`config.mk`:
```
export PLATFORM = sky130hd
export DESIGN_NAME = frame_descriptor_pool_core
export DESIGN_NICKNAME = d
export VERILOG_FILES = /design/src/rtl/core/fdp_pkg.sv /design/src/rtl/core/fdp_ram.sv /design/src/rtl/core/fdp_cfg.sv /design/src/rtl/core/frame_descriptor_pool_core.sv
export SDC_FILE = /design/constraint.sdc
export NUM_CORES = 2
export LEC_CHECK = 0
export BUFFER_PORTS_ARGS = -buffer_cell sky130_fd_sc_hd__buf_2
export CORE_ASPECT_RATIO = 1.5
export CORE_MARGIN = 1.5
export CORE_UTILIZATION = 45
export DETAILED_ROUTE_END_ITERATION = 10
export REMOVE_ABC_BUFFERS = 1
export SLEW_MARGIN = 20
export SYNTH_ARGS = -nofsm -noshare
export SYNTH_HDL_FRONTEND = slang
export SYNTH_SLANG_ARGS = --single-unit
```
`constraint.sdc`:
```
create_clock -name clk_i -period 19.6 [get_ports clk_i]
set_input_delay 2.94 -clock clk_i [delete_from_list [all_inputs] [get_ports clk_i]]
set_output_delay 2.94 -clock clk_i [all_outputs]
set_load 0.01 [all_outputs]
```
`src/rtl/core/fdp_pkg.sv`:
```
// Shared constants, codes and types of the frame descriptor pool.
package fdp_pkg;

  localparam int unsigned SLOT_COUNT   = 64;
  localparam int unsigned BUFFER_BYTES = 2097152;

  localparam int unsigned SlotW = $clog2(SLOT_COUNT);
  localparam int unsigned CntW  = $clog2(SLOT_COUNT + 1);
  localparam int unsigned SizeW = 22;
  localparam int unsigned OffW  = 21;
  localparam int unsigned TagW  = 4;
  localparam int unsigned CmdW  = 2;
  localparam int unsigned StsW  = 3;
  localparam int unsigned RegIdxW = 2;
  localparam int unsigned HeldW = 8;

  // Command codes; any code with the reset bit set clears the pool.
  localparam logic [CmdW-1:0] CMD_WRITE = 2'd0;
  localparam logic [CmdW-1:0] CMD_READ  = 2'd1;
  localparam int unsigned     CMD_RESET_BIT = 1;

  localparam logic [StsW-1:0] STS_WRITTEN     = 3'd0;
  localparam logic [StsW-1:0] STS_DROPPED     = 3'd1;
  localparam logic [StsW-1:0] STS_ZERO_SIZE   = 3'd2;
  localparam logic [StsW-1:0] STS_READ_OK     = 3'd3;
  localparam logic [StsW-1:0] STS_EMPTY_RESET = 3'd4;
  localparam logic [StsW-1:0] STS_SLOT_ERROR  = 3'd5;
  localparam logic [StsW-1:0] STS_RESET       = 3'd6;

  localparam logic [RegIdxW-1:0] REG_AUDIO_LIMIT = 2'd0;
  localparam logic [RegIdxW-1:0] REG_VIDEO_LIMIT = 2'd1;
  localparam logic [RegIdxW-1:0] REG_FRAME_CAP   = 2'd2;

  localparam logic [SizeW-1:0] AUDIO_LIMIT_RST = 22'd262144;
  localparam logic [SizeW-1:0] VIDEO_LIMIT_RST = 22'd2097152;
  localparam logic [SizeW-1:0] FRAME_CAP_RST   = 22'd190000;

  typedef struct packed {
    logic [OffW-1:0]  offset;
    logic [SizeW-1:0] size;
    logic             key;
    logic [TagW-1:0]  enc;
    logic [TagW-1:0]  kind;
  } desc_t;

  localparam int unsigned DescW = $bits(desc_t);

  // Datapath limits; audio and video already clamped to the buffer size.
  typedef struct packed {
    logic [SizeW-1:0] audio_limit;
    logic [SizeW-1:0] video_limit;
    logic [SizeW-1:0] frame_cap;
  } cfg_t;

endpackage

```
`src/rtl/core/fdp_ram.sv`:
```
// Generic single-write, single-read RAM with registered read data.
module fdp_ram #(
  parameter int unsigned Width = 8,
  parameter int unsigned Depth = 64
) (
  input  logic                     clk_i,
  input  logic                     we_i,
  input  logic [$clog2(Depth)-1:0] waddr_i,
  input  logic [Width-1:0]         wdata_i,
  input  logic                     re_i,
  input  logic [$clog2(Depth)-1:0] raddr_i,
  output logic [Width-1:0]         rdata_o
);

  logic [Width-1:0] mem_q [Depth];
  logic [Width-1:0] rdata_q;

  always_ff @(posedge clk_i) begin
    if (we_i) begin
      mem_q[waddr_i] <= wdata_i;
    end
    if (re_i) begin
      rdata_q <= mem_q[raddr_i];
    end
  end

  assign rdata_o = rdata_q;

endmodule

```
`src/rtl/core/fdp_cfg.sv`:
```
// Configuration registers of the frame descriptor pool, with limit clamping.
module fdp_cfg (
  input  logic                           clk_i,
  input  logic                           rst_ni,
  input  logic                           cfg_we_i,
  input  logic [fdp_pkg::RegIdxW-1:0]    cfg_idx_i,
  input  logic [fdp_pkg::SizeW-1:0]      cfg_wdata_i,
  output fdp_pkg::cfg_t                  cfg_o
);
  import fdp_pkg::*;

  logic [SizeW-1:0] audio_q, video_q, cap_q;

  function automatic logic [SizeW-1:0] clamp_limit(logic [SizeW-1:0] v);
    logic [SizeW-1:0] r;
    if (32'(v) > 32'(BUFFER_BYTES)) begin
      r = SizeW'(BUFFER_BYTES);
    end else begin
      r = v;
    end
    return r;
  endfunction

  always_ff @(posedge clk_i or negedge rst_ni) begin
    if (!rst_ni) begin
      audio_q <= AUDIO_LIMIT_RST;
      video_q <= VIDEO_LIMIT_RST;
      cap_q   <= FRAME_CAP_RST;
    end else if (cfg_we_i) begin
      unique case (cfg_idx_i)
        REG_AUDIO_LIMIT: audio_q <= cfg_wdata_i;
        REG_VIDEO_LIMIT: video_q <= cfg_wdata_i;
        REG_FRAME_CAP:   cap_q   <= cfg_wdata_i;
        default: ;
      endcase
    end
  end

  assign cfg_o.audio_limit = clamp_limit(audio_q);
  assign cfg_o.video_limit = clamp_limit(video_q);
  assign cfg_o.frame_cap   = cap_q;

endmodule

```
`src/rtl/core/frame_descriptor_pool_core.sv`:
```
// Top level of the frame descriptor pool: ring pointers, counters and descriptor RAM.
//
// Usage:
//   Requests enter on the in channel (valid/ready): a command (write, read
//   oldest, reset pool) plus the frame fields used by a write. Each request
//   yields exactly one result on the out channel (valid/ready): a status,
//   the payload offset, the fields of a frame read, the lost flag and the
//   number of frames held after the request.
//   The descriptor RAM is read at the read slot on the accepting edge;
//   the evaluate step then updates the pointers, writes the RAM and loads
//   the result register. A new request is taken only after the previous
//   one leaves the evaluate step, as the RAM read-modify-write must finish;
//   the next request is accepted while a result still waits in the output
//   register. When the receiver stalls, the finished request holds in the
//   evaluate step until the output register frees up; the input side stops
//   meanwhile. Reset clears pointers, counters, the lost flag and every
//   descriptor valid bit at once, so the RAM needs no clearing pass.
//   Configuration writes take effect at once; the user must make them
//   while idle, as the block itself does not enforce this.
module frame_descriptor_pool_core (
  input  logic                            clk_i,
  input  logic                            rst_ni,
  input  logic                            cfg_we_i,
  input  logic [fdp_pkg::RegIdxW-1:0]     cfg_idx_i,
  input  logic [fdp_pkg::SizeW-1:0]       cfg_wdata_i,
  input  logic                            in_valid_i,
  output logic                            in_ready_o,
  input  logic [fdp_pkg::CmdW-1:0]        command_i,
  input  logic                            pool_kind_i,
  input  logic [fdp_pkg::SizeW-1:0]       frame_size_i,
  input  logic                            key_frame_i,
  input  logic [fdp_pkg::TagW-1:0]        encoding_i,
  input  logic [fdp_pkg::TagW-1:0]        stream_kind_i,
  output logic                            out_valid_o,
  input  logic                            out_ready_i,
  output logic [fdp_pkg::StsW-1:0]        status_o,
  output logic [fdp_pkg::OffW-1:0]        data_offset_o,
  output logic [fdp_pkg::SizeW-1:0]       size_out_o,
  output logic                            key_frame_out_o,
  output logic [fdp_pkg::TagW-1:0]        encoding_out_o,
  output logic [fdp_pkg::TagW-1:0]        stream_kind_out_o,
  output logic                            lost_flag_o,
  output logic [fdp_pkg::HeldW-1:0]       frames_held_o
);
  import fdp_pkg::*;

  localparam logic S_IDLE = 1'b0;
  localparam logic S_EXEC = 1'b1;

  cfg_t cfg;

  fdp_cfg u_cfg (
    .clk_i      (clk_i),
    .rst_ni     (rst_ni),
    .cfg_we_i   (cfg_we_i),
    .cfg_idx_i  (cfg_idx_i),
    .cfg_wdata_i(cfg_wdata_i),
    .cfg_o      (cfg)
  );

  // Control state
  logic             state_q, state_d;
  logic [SlotW-1:0] wr_slot_q, wr_slot_d;
  logic [SlotW-1:0] rd_slot_q, rd_slot_d;
  logic [SizeW-1:0] fill_q, fill_d;
  logic [SizeW-1:0] held_bytes_q, held_bytes_d;
  logic [CntW-1:0]  held_frames_q, held_frames_d;
  logic             dropped_q, dropped_d;
  logic [SLOT_COUNT-1:0] vld_q, vld_d;
  logic             rd_vld_q;
  logic             out_valid_q, out_valid_d;

  // Latched request
  logic [CmdW-1:0]  cmd_q;
  logic             kind_sel_q;
  logic [SizeW-1:0] size_q;
  logic             key_q;
  logic [TagW-1:0]  enc_q, tag_q;

  // Result register
  logic [StsW-1:0]  sts_q, sts_d;
  logic [OffW-1:0]  off_q, off_d;
  desc_t            rdesc_q, rdesc_d;

  logic             in_acc, commit, out_free;
  logic             ram_we;
  logic [SlotW-1:0] ram_waddr;
  desc_t            ram_wdata, ram_rdata, rd_desc;
  logic [SizeW-1:0] limit;
  logic [SizeW:0]   fill_sum, held_sum;
  logic             drop, empty;

  function automatic logic [SlotW-1:0] next_slot(logic [SlotW-1:0] s);
    logic [SlotW-1:0] r;
    if (s == SlotW'(SLOT_COUNT - 1)) begin
      r = '0;
    end else begin
      r = s + SlotW'(1);
    end
    return r;
  endfunction

  assign in_ready_o = (state_q == S_IDLE);
  assign in_acc     = in_valid_i && in_ready_o;
  assign out_free   = !out_valid_q || out_ready_i;
  assign commit     = (state_q == S_EXEC) && out_free;

  fdp_ram #(
    .Width(DescW),
    .Depth(SLOT_COUNT)
  ) u_ram (
    .clk_i  (clk_i),
    .we_i   (ram_we),
    .waddr_i(ram_waddr),
    .wdata_i(ram_wdata),
    .re_i   (in_acc),
    .raddr_i(rd_slot_q),
    .rdata_o(ram_rdata)
  );

  // An entry never written since reset reads as cleared.
  assign rd_desc  = rd_vld_q ? ram_rdata : '0;

  assign limit    = kind_sel_q ? cfg.video_limit : cfg.audio_limit;
  assign fill_sum = {1'b0, fill_q} + {1'b0, size_q};
  assign held_sum = {1'b0, held_bytes_q} + {1'b0, size_q};
  assign drop     = (fill_sum > {1'b0, limit}) || (held_sum > {1'b0, limit}) ||
                    (size_q > cfg.frame_cap) || (held_frames_q >= CntW'(SLOT_COUNT));
  assign empty    = (held_bytes_q == '0) || (held_frames_q == '0);

  always_comb begin
    state_d       = state_q;
    wr_slot_d     = wr_slot_q;
    rd_slot_d     = rd_slot_q;
    fill_d        = fill_q;
    held_bytes_d  = held_bytes_q;
    held_frames_d = held_frames_q;
    dropped_d     = dropped_q;
    vld_d         = vld_q;
    out_valid_d   = out_valid_q && !out_ready_i;
    sts_d         = sts_q;
    off_d         = off_q;
    rdesc_d       = rdesc_q;
    ram_we        = 1'b0;
    ram_waddr     = wr_slot_q;
    ram_wdata     = '0;

    if (in_acc) begin
      state_d = S_EXEC;
    end

    if (commit) begin
      state_d     = S_IDLE;
      out_valid_d = 1'b1;
      off_d       = '0;
      rdesc_d     = '0;
      priority if (cmd_q[CMD_RESET_BIT]) begin
        wr_slot_d     = '0;
        rd_slot_d     = '0;
        fill_d        = '0;
        held_bytes_d  = '0;
        held_frames_d = '0;
        dropped_d     = 1'b0;
        sts_d         = STS_RESET;
      end else if (cmd_q == CMD_WRITE) begin
        if (size_q == '0) begin
          sts_d = STS_ZERO_SIZE;
        end else if (drop) begin
          dropped_d = 1'b1;
          sts_d     = STS_DROPPED;
        end else begin
          ram_we           = 1'b1;
          ram_waddr        = wr_slot_q;
          ram_wdata.offset = fill_q[OffW-1:0];
          ram_wdata.size   = size_q;
          ram_wdata.key    = key_q;
          ram_wdata.enc    = enc_q;
          ram_wdata.kind   = tag_q;
          vld_d[wr_slot_q] = 1'b1;
          dropped_d        = 1'b0;
          off_d            = fill_q[OffW-1:0];
          fill_d           = fill_sum[SizeW-1:0];
          held_bytes_d     = held_sum[SizeW-1:0];
          held_frames_d    = held_frames_q + CntW'(1);
          wr_slot_d        = next_slot(wr_slot_q);
          sts_d            = STS_WRITTEN;
        end
      end else begin
        if (empty) begin
          wr_slot_d     = '0;
          rd_slot_d     = '0;
          fill_d        = '0;
          held_bytes_d  = '0;
          held_frames_d = '0;
          sts_d         = STS_EMPTY_RESET;
        end else if (rd_desc.size == '0) begin
          sts_d = STS_SLOT_ERROR;
        end else begin
          // Pop the oldest entry and clear its slot.
          off_d            = rd_desc.offset;
          rdesc_d          = rd_desc;
          rdesc_d.offset   = '0;
          ram_we           = 1'b1;
          ram_waddr        = rd_slot_q;
          ram_wdata        = '0;
          vld_d[rd_slot_q] = 1'b0;
          held_frames_d    = held_frames_q - CntW'(1);
          held_bytes_d     = (held_bytes_q >= rd_desc.size) ?
                             held_bytes_q - rd_desc.size : '0;
          rd_slot_d        = next_slot(rd_slot_q);
          sts_d            = STS_READ_OK;
        end
      end
    end
  end

  always_ff @(posedge clk_i or negedge rst_ni) begin
    if (!rst_ni) begin
      state_q       <= S_IDLE;
      wr_slot_q     <= '0;
      rd_slot_q     <= '0;
      fill_q        <= '0;
      held_bytes_q  <= '0;
      held_frames_q <= '0;
      dropped_q     <= 1'b0;
      vld_q         <= '0;
      rd_vld_q      <= 1'b0;
      out_valid_q   <= 1'b0;
    end else begin
      state_q       <= state_d;
      wr_slot_q     <= wr_slot_d;
      rd_slot_q     <= rd_slot_d;
      fill_q        <= fill_d;
      held_bytes_q  <= held_bytes_d;
      held_frames_q <= held_frames_d;
      dropped_q     <= dropped_d;
      vld_q         <= vld_d;
      out_valid_q   <= out_valid_d;
      if (in_acc) begin
        rd_vld_q <= vld_q[rd_slot_q];
      end
    end
  end

  always_ff @(posedge clk_i) begin
    if (in_acc) begin
      cmd_q      <= command_i;
      kind_sel_q <= pool_kind_i;
      size_q     <= frame_size_i;
      key_q      <= key_frame_i;
      enc_q      <= encoding_i;
      tag_q      <= stream_kind_i;
    end
    sts_q   <= sts_d;
    off_q   <= off_d;
    rdesc_q <= rdesc_d;
  end

  assign out_valid_o       = out_valid_q;
  assign status_o          = sts_q;
  assign data_offset_o     = off_q;
  assign size_out_o        = rdesc_q.size;
  assign key_frame_out_o   = rdesc_q.key;
  assign encoding_out_o    = rdesc_q.enc;
  assign stream_kind_out_o = rdesc_q.kind;
  assign lost_flag_o       = dropped_q;
  assign frames_held_o     = (32'(held_frames_q) > 32'(255)) ? 8'hFF : HeldW'(held_frames_q);

endmodule

```
Yosys cells after proc, flatten, opt, wreduce, memory -nomap -nowiden:

Memory sizes are Yosys's and may differ from the RTL's. A register that Yosys moved wholly into a read port is not among the register bits.
Index checks and enable logic that the tools add are counted.

* bits in registers: 286
* memory bits (writable): 3328
* logic and storage cells: 175
* memories: 1

Memory list
* u_ram.mem_q: depth 64, width 52, read ports 1, clocked after Yosys merged registers in 1, wr ports 1, line fdp_ram.sv:15 `logic [Width-1:0] mem_q [Depth];`

* add/sub/neg operators: 7
* magnitude comparators: 11
* equal/unequal tests: 14
* multiplexer cells: 80
* bitwise gates (word level): 6
* reduce and logical (&&, ||, !) cells: 31

Operators with widths (number)
* $mux 22: 15
* $mux 64: 5
* $mux 52: 6
* $mux 21: 5
* $mux 6: 16
* $logic_not 22->1: 3
* $and 64x64->64: 1
* $not 64->64: 1
* $or 64x64->64: 1
* $add 22x22->23: 2
* $gt 23x22->1: 2
* $gt 22x22->1 const B: 2
* $mux 7: 6
* $ge 22x22->1: 1
* $gt 22x22->1: 1
* $sub 22x22->22: 1
* $mux 1: 20
* $lt 6x7->1 const B: 2
* $add 6x1->6 const B: 2
* $demux 1 s6: 2
* $eq 6x6->1 const B: 2
* $ge 6x1->1 const B: 2
* $ne 2x2->1 const B: 5
* $mux 3: 3
* other kinds (24): 43

Longest topological paths before layout:

* depth after elaboration: 14
* depth in mapped cells: 23
* depth with buffers taken out: 21

Modules after synthesis:

From an unflattened synthesis, not the netlist that was laid out.

* cells, all modules: 7179
* area total of the unflattened synthesis: 145415.7 µm²

Modules (own cells, without submodules)
* fdp_ram: instances 1, cells an instance 5409, area each 127464.7 µm²
* frame_descriptor_pool_core: instances 1, cells an instance 1581, area each 15195.8 µm²
* fdp_cfg: instances 1, cells an instance 189, area each 2755.1 µm²

Worst setup path after synthesis:

No wires, ideal clock.

* kind: input to register
* start: input port out_ready_i
* end: memory u_ram.mem_q[36][0] (netlist bit), enable pin
* setup time: 0.526 ns
* data arrival time: 8.216 ns
* required time: 19.074 ns
* path slack: 10.858 ns
* cell stages on the path: 8
* cell sequence: nand2b_1 > nand2_1 > nor4_2 > buf_2 > mux2i_1 > nor3_1 > o211ai_1 > nor3_1

* word-level cells in the longest chain between the ends: 5
* elaborated cells on any way between the ends: 6

RTL lines
* start, declared: line frame_descriptor_pool_core.sv:35 `input logic out_ready_i,`
* $logic_or 1x1->1 *: line frame_descriptor_pool_core.sv:105 `assign out_free = !out_valid_q || out_ready_i;`
* $logic_and 1x1->1 *: line frame_descriptor_pool_core.sv:106 `assign commit = (state_q == S_EXEC) && out_free;`
* $mux 1: line frame_descriptor_pool_core.sv:152 `if (commit) begin`
* $mux 1: line fdp_ram.sv:19 `if (we_i) begin`
* $mux 1 (not written as such): line fdp_ram.sv:20 `mem_q[waddr_i] <= wdata_i;`
* end, declared: line fdp_ram.sv:15

Mark *: on every way between the ends. The rest lies on a longest branch, timed or not.

Worst setup path after layout:

* start: register size_q[0]
* end: memory u_ram.mem_q[17][7] (netlist bit), enable pin

* word-level cells in the longest chain between the ends: 12
* elaborated cells on any way between the ends: 16

RTL lines
* start, declared: line frame_descriptor_pool_core.sv:76 `logic [SizeW-1:0] size_q;`
* start signal, assigned: line frame_descriptor_pool_core.sv:249 `size_q <= frame_size_i;`
* $add 22x22->23 (on tied branches): line frame_descriptor_pool_core.sv:125, frame_descriptor_pool_core.sv:126
* $gt 23x22->1: line frame_descriptor_pool_core.sv:127 `assign drop = (fill_sum > {1'b0, limit}) || (held_sum > {1'b0, limit}) ||`
* $logic_or 1x1->1 (2 in a row): line frame_descriptor_pool_core.sv:127
* $logic_or 1x1->1: line frame_descriptor_pool_core.sv:128 `(size_q > cfg.frame_cap) || (held_frames_q >= CntW'(SLOT_COUNT));`
* $mux 1: line frame_descriptor_pool_core.sv:168 `end else if (drop) begin`
* $mux 1 *: line frame_descriptor_pool_core.sv:166 `if (size_q == '0) begin`
* $mux 1 *: line frame_descriptor_pool_core.sv:165 `end else if (cmd_q == CMD_WRITE) begin`
* $mux 1 *: line frame_descriptor_pool_core.sv:157 `priority if (cmd_q[CMD_RESET_BIT]) begin`
* $mux 1 *: line frame_descriptor_pool_core.sv:152
* $mux 1 *: line fdp_ram.sv:19
* $mux 1 (not written as such) *: line fdp_ram.sv:20

Marked as above.

==> run metrics <==
final slew viol count 0; Seq pwr share 0.460; fill cell count ~25000; Syn Std Cell Area 139000 sq um; H-Tree Depth 5; first-pass GRT wire length 638 mm; initial antenna violation count 33; Worst Skew approximately 86 ps; Clock Power Share 0.334; Core Region 307000 sq um; worst-skew pair later-pin latency 930 ps; cts repair resizes 0; GP Congestion 0.908; gr ovfl total 0; count of cell types in the netlist 89; DP Wirelength between 200 and 300 mm; GRT Total Usage 0.289; Post-DRT Antenna Nets 0; Post-Place Cells 11932; Fmax 119 MHz; CTS sink count 3666; met3 Use GR 0.0557; met2 GRT Util 0.471; crit path DAT approximately 8900 ps; Clock Tree Buf Depth 4; nature of the critical path endpoint register; Final Hold Viols 0; Sw Pwr 5.86 mW; Die X-Extent roughly 460 microns; Synth Warn # 0; Max VDD drop 0.0933 mV; critical path startpoint category register; status completed; Final Cycle Share 0.429; HP Class register to register; Vias 83981; Final Setup Violations 0; worst hold slack 511 ps; CTS tree done; Comb pwr share 0.206; Power Total a little under 20 mW; largest net degree at the start of global routing 117; area of the die 312000 sq um; synthesis-stage register bit count 3666; met1 global-route usage 0.373; Clock transition at path regs 60 ps; layer with the highest usage met2; average size of a mapped cell 17.3 sq um; final net count 8460; worst-path fanout max 29; share of layout cells above drive strength 1 0.131; row cnt 249; Primary FF master, synth edfxtp_1; post-DR vias/cell 6.70; TritonCTS buffer count roughly 340; hold-fix buffers at CTS 0; routed wire length 462 mm; Worst EP required slightly above 20000 ps; Final Util 0.510; drt first pass iters 7; sw frac 0.299; PortBufs about 130; Area Growth Syn to Fin 12.6%; setup bufs post-CTS 0; Chip Height 683 microns; Non-Filler Instances about 13000; Post-synth EDFFs 3469; number of DRC markers in iteration 0 12280; Rel. slew slack 0.125; Setup Crit Path Kind register to register; Starting Density 0.452; Seq/Total Area, Yosys 0.787; ys async rst share 0.0537; num ports around 130; Synth Instances 8019; Worst Max-Slew Pin Slew about 1300 ps; maxcap violations 0; P per Cell Area around 130 nW/um^2; Root Driver clkbuf_16; DRC violations left 0; Period minus WS final 8410 ps; Cell Int Power 13.8 mW; number of global-route vias before repair about 81000; P_leak 46.8 nW; DR WL/cell 36.9 microns; unrepaired setup endpoints after global routing no
==> placed cells by master (no fill, tap or decap), types with 20 or more instances in the layout <==
master	instances
dfrtp_1	186
nor2_4	51
clkbuf_16	345
nand2b_1	23
a31oi_1	234
inv_1	86
buf_4	269
and2_1	67
nor2_1	114
a21o_1	30
bufinv_16	33
nor3_2	21
buf_2	126
mux2_2	66
a21oi_1	211
o32ai_1	29
clkinv_1	67
nor3_1	31
xnor2_1	34
clkbuf_1	70
a41oi_1	135
a22oi_1	1347
ha_1	136
nand4_1	122
nor4_1	85
a22o_1	222
edfxtp_1	3469
clkinv_2	50
nand2_1	148
nand3_1	64
a221oi_1	200
o211ai_1	20
o21ai_0	75
==> metrics by stage <==
| stage | instance area (sq um) | setup TNS (ps) | worst slack [ps] |
|---|---|---|---|
| 2_1_floorplan | 137000 | -252150 | -4910 |
| 3_3_place_gp | 145000 | 0 | 10930 |
| 3_5_place_dp | 145000 | 0 | 11240 |
| 4_1_cts | 156000 | 0 | 11240 |
| 5_1_grt | 156000 | 0 | 10760 |
| 6_report | 156000 | 0 | 11190 |
==> routing by layer <==
layer  vias up  routed length, microns
li1      34041                       -
met1     43674                  170000
met2      5287                  221000
met3       959                   46400
met4        20                   24900
met5         -                     154
==> path summary, 6_finish.rpt <==
kind	startpoint	endpoint	slack, ps	cells past startpoint
max reg2reg	size_q[0]$_DFFE_PP_	u_ram.mem_q[17][7]$_DFFE_PP_	11190	24
max in group asynchronous	rst_ni	vld_q[11]$_DFFE_PN0P_	16060	3
min	u_ram.rdata_o[0]$_DFFE_PP_	stream_kind_out_o[0]$_SDFFCE_PP0P_	510	1
min reg2reg	u_ram.rdata_o[0]$_DFFE_PP_	stream_kind_out_o[0]$_SDFFCE_PP0P_	510	1
min in group asynchronous	rst_ni	u_cfg.video_q[20]$_DFFE_PN0P_	1960	1
max	size_q[0]$_DFFE_PP_	u_ram.mem_q[17][7]$_DFFE_PP_	11190	24
==> cell usage after synthesis (20+ instances only) <==
library cell / number / area share
buf_1: 70 / 0.0019
a22o_1: 222 / 0.014
mux2_2: 66 / 0.0054
a21oi_1: 211 / 0.0076
xnor2_1: 34 / 0.0021
nand2b_1: 25 / 0.0011
a31oi_1: 235 / 0.011
nor4_1: 86 / 0.0039
a21o_1: 30 / 0.0016
nand4_1: 122 / 0.0055
and2_1: 95 / 0.0043
inv_1: 87 / 0.0024
ha_1: 136 / 0.012
clkbuf_1: 423 / 0.011
nand2_1: 151 / 0.0041
a41oi_1: 135 / 0.0085
o21ai_0: 76 / 0.0027
nor2_1: 168 / 0.0045
dfrtp_1: 187 / 0.034
o211ai_1: 20 / 0.0011
edfxtp_1: 3469 / 0.75
a22oi_1: 1347 / 0.073
nor3_1: 52 / 0.0019
nand3_1: 64 / 0.0023
o32ai_1: 29 / 0.0018
a221oi_1: 200 / 0.013
==> flip-flops by register name, summed over array words and instances (netlist names), 2 cells and up <==
register,cells
tag_q,4
u_cfg.video_q,22
held_bytes_q,22
data_offset_o,21
wr_slot_q,6
status_o,3
stream_kind_out_o,4
u_cfg.cap_q,22
u_cfg.audio_q,22
vld_q,64
encoding_out_o,4
rd_slot_q,6
enc_q,4
u_ram.rdata_o,52
fill_q,22
size_q,22
cmd_q,2
size_out_o,22
u_ram.mem_q,3328
held_frames_q,7
==> power groups by stage <==
stage	combinational, mW	clock [mW]	sequential [mW]
2_1_floorplan	3.01	0	9.09
3_3_place_gp	3.98	0	9.18
3_5_place_dp	3.99	0	9.18
4_1_cts	4.01	6.61	9.02
5_1_grt	4.29	6.89	9.03
6_report	4.05	6.56	9.02
==> final cells by class <==
cell class / count / area [sq um] / area share
flip-flops and latches: 3666 / 109000 / 0.699
multi-input cells: 3748 / 27900 / 0.179
clock buffers: 420 / 8960 / 0.0574
well taps: 4016 / 5020 / 0.0322
repair buffers: 416 / 3050 / 0.0195
clock inverters: 181 / 1810 / 0.0116
inverters: 88 / 333 / 0.00213
diodes: 7 / 17.5 / 0.000112
==> worst max-delay path, stage by stage, from the launching register on <==
cell and delay [ps]:
edfxtp_1 510, ha_1 270, fa_1 420, a211oi_1 280
o21ai_1 150, o31ai_1 480, a21oi_1 250, nand2_1 160
nand2b_1 60, a21oi_1 160, xor2_1 250, inv_1 80
ha_1 300, a21o_1 160, a21o_1 160, a2111oi_0 470
o221ai_1 200, nand2_1 180, nand4_4 220, nor3_4 170
buf_4 310, buf_4 520, o211ai_2 440, nor2_4 970
buf_4 750
==> cell families after synthesis <==
| logic type | count (synthesis) | share of synthesized area |
|---|---|---|
| fa+ha+maj | 139 | 0.0127 |
| compound gates | 2635 | 0.142 |
| other cells | 1 | 0.0000270 |
| mux | 72 | 0.00579 |
| xor+xnor | 52 | 0.00328 |
| simple gates | 849 | 0.0328 |
| buf+inv | 605 | 0.0169 |
| flops | 3666 | 0.787 |
No activity file was read; power rests on OpenSTA's default activity.
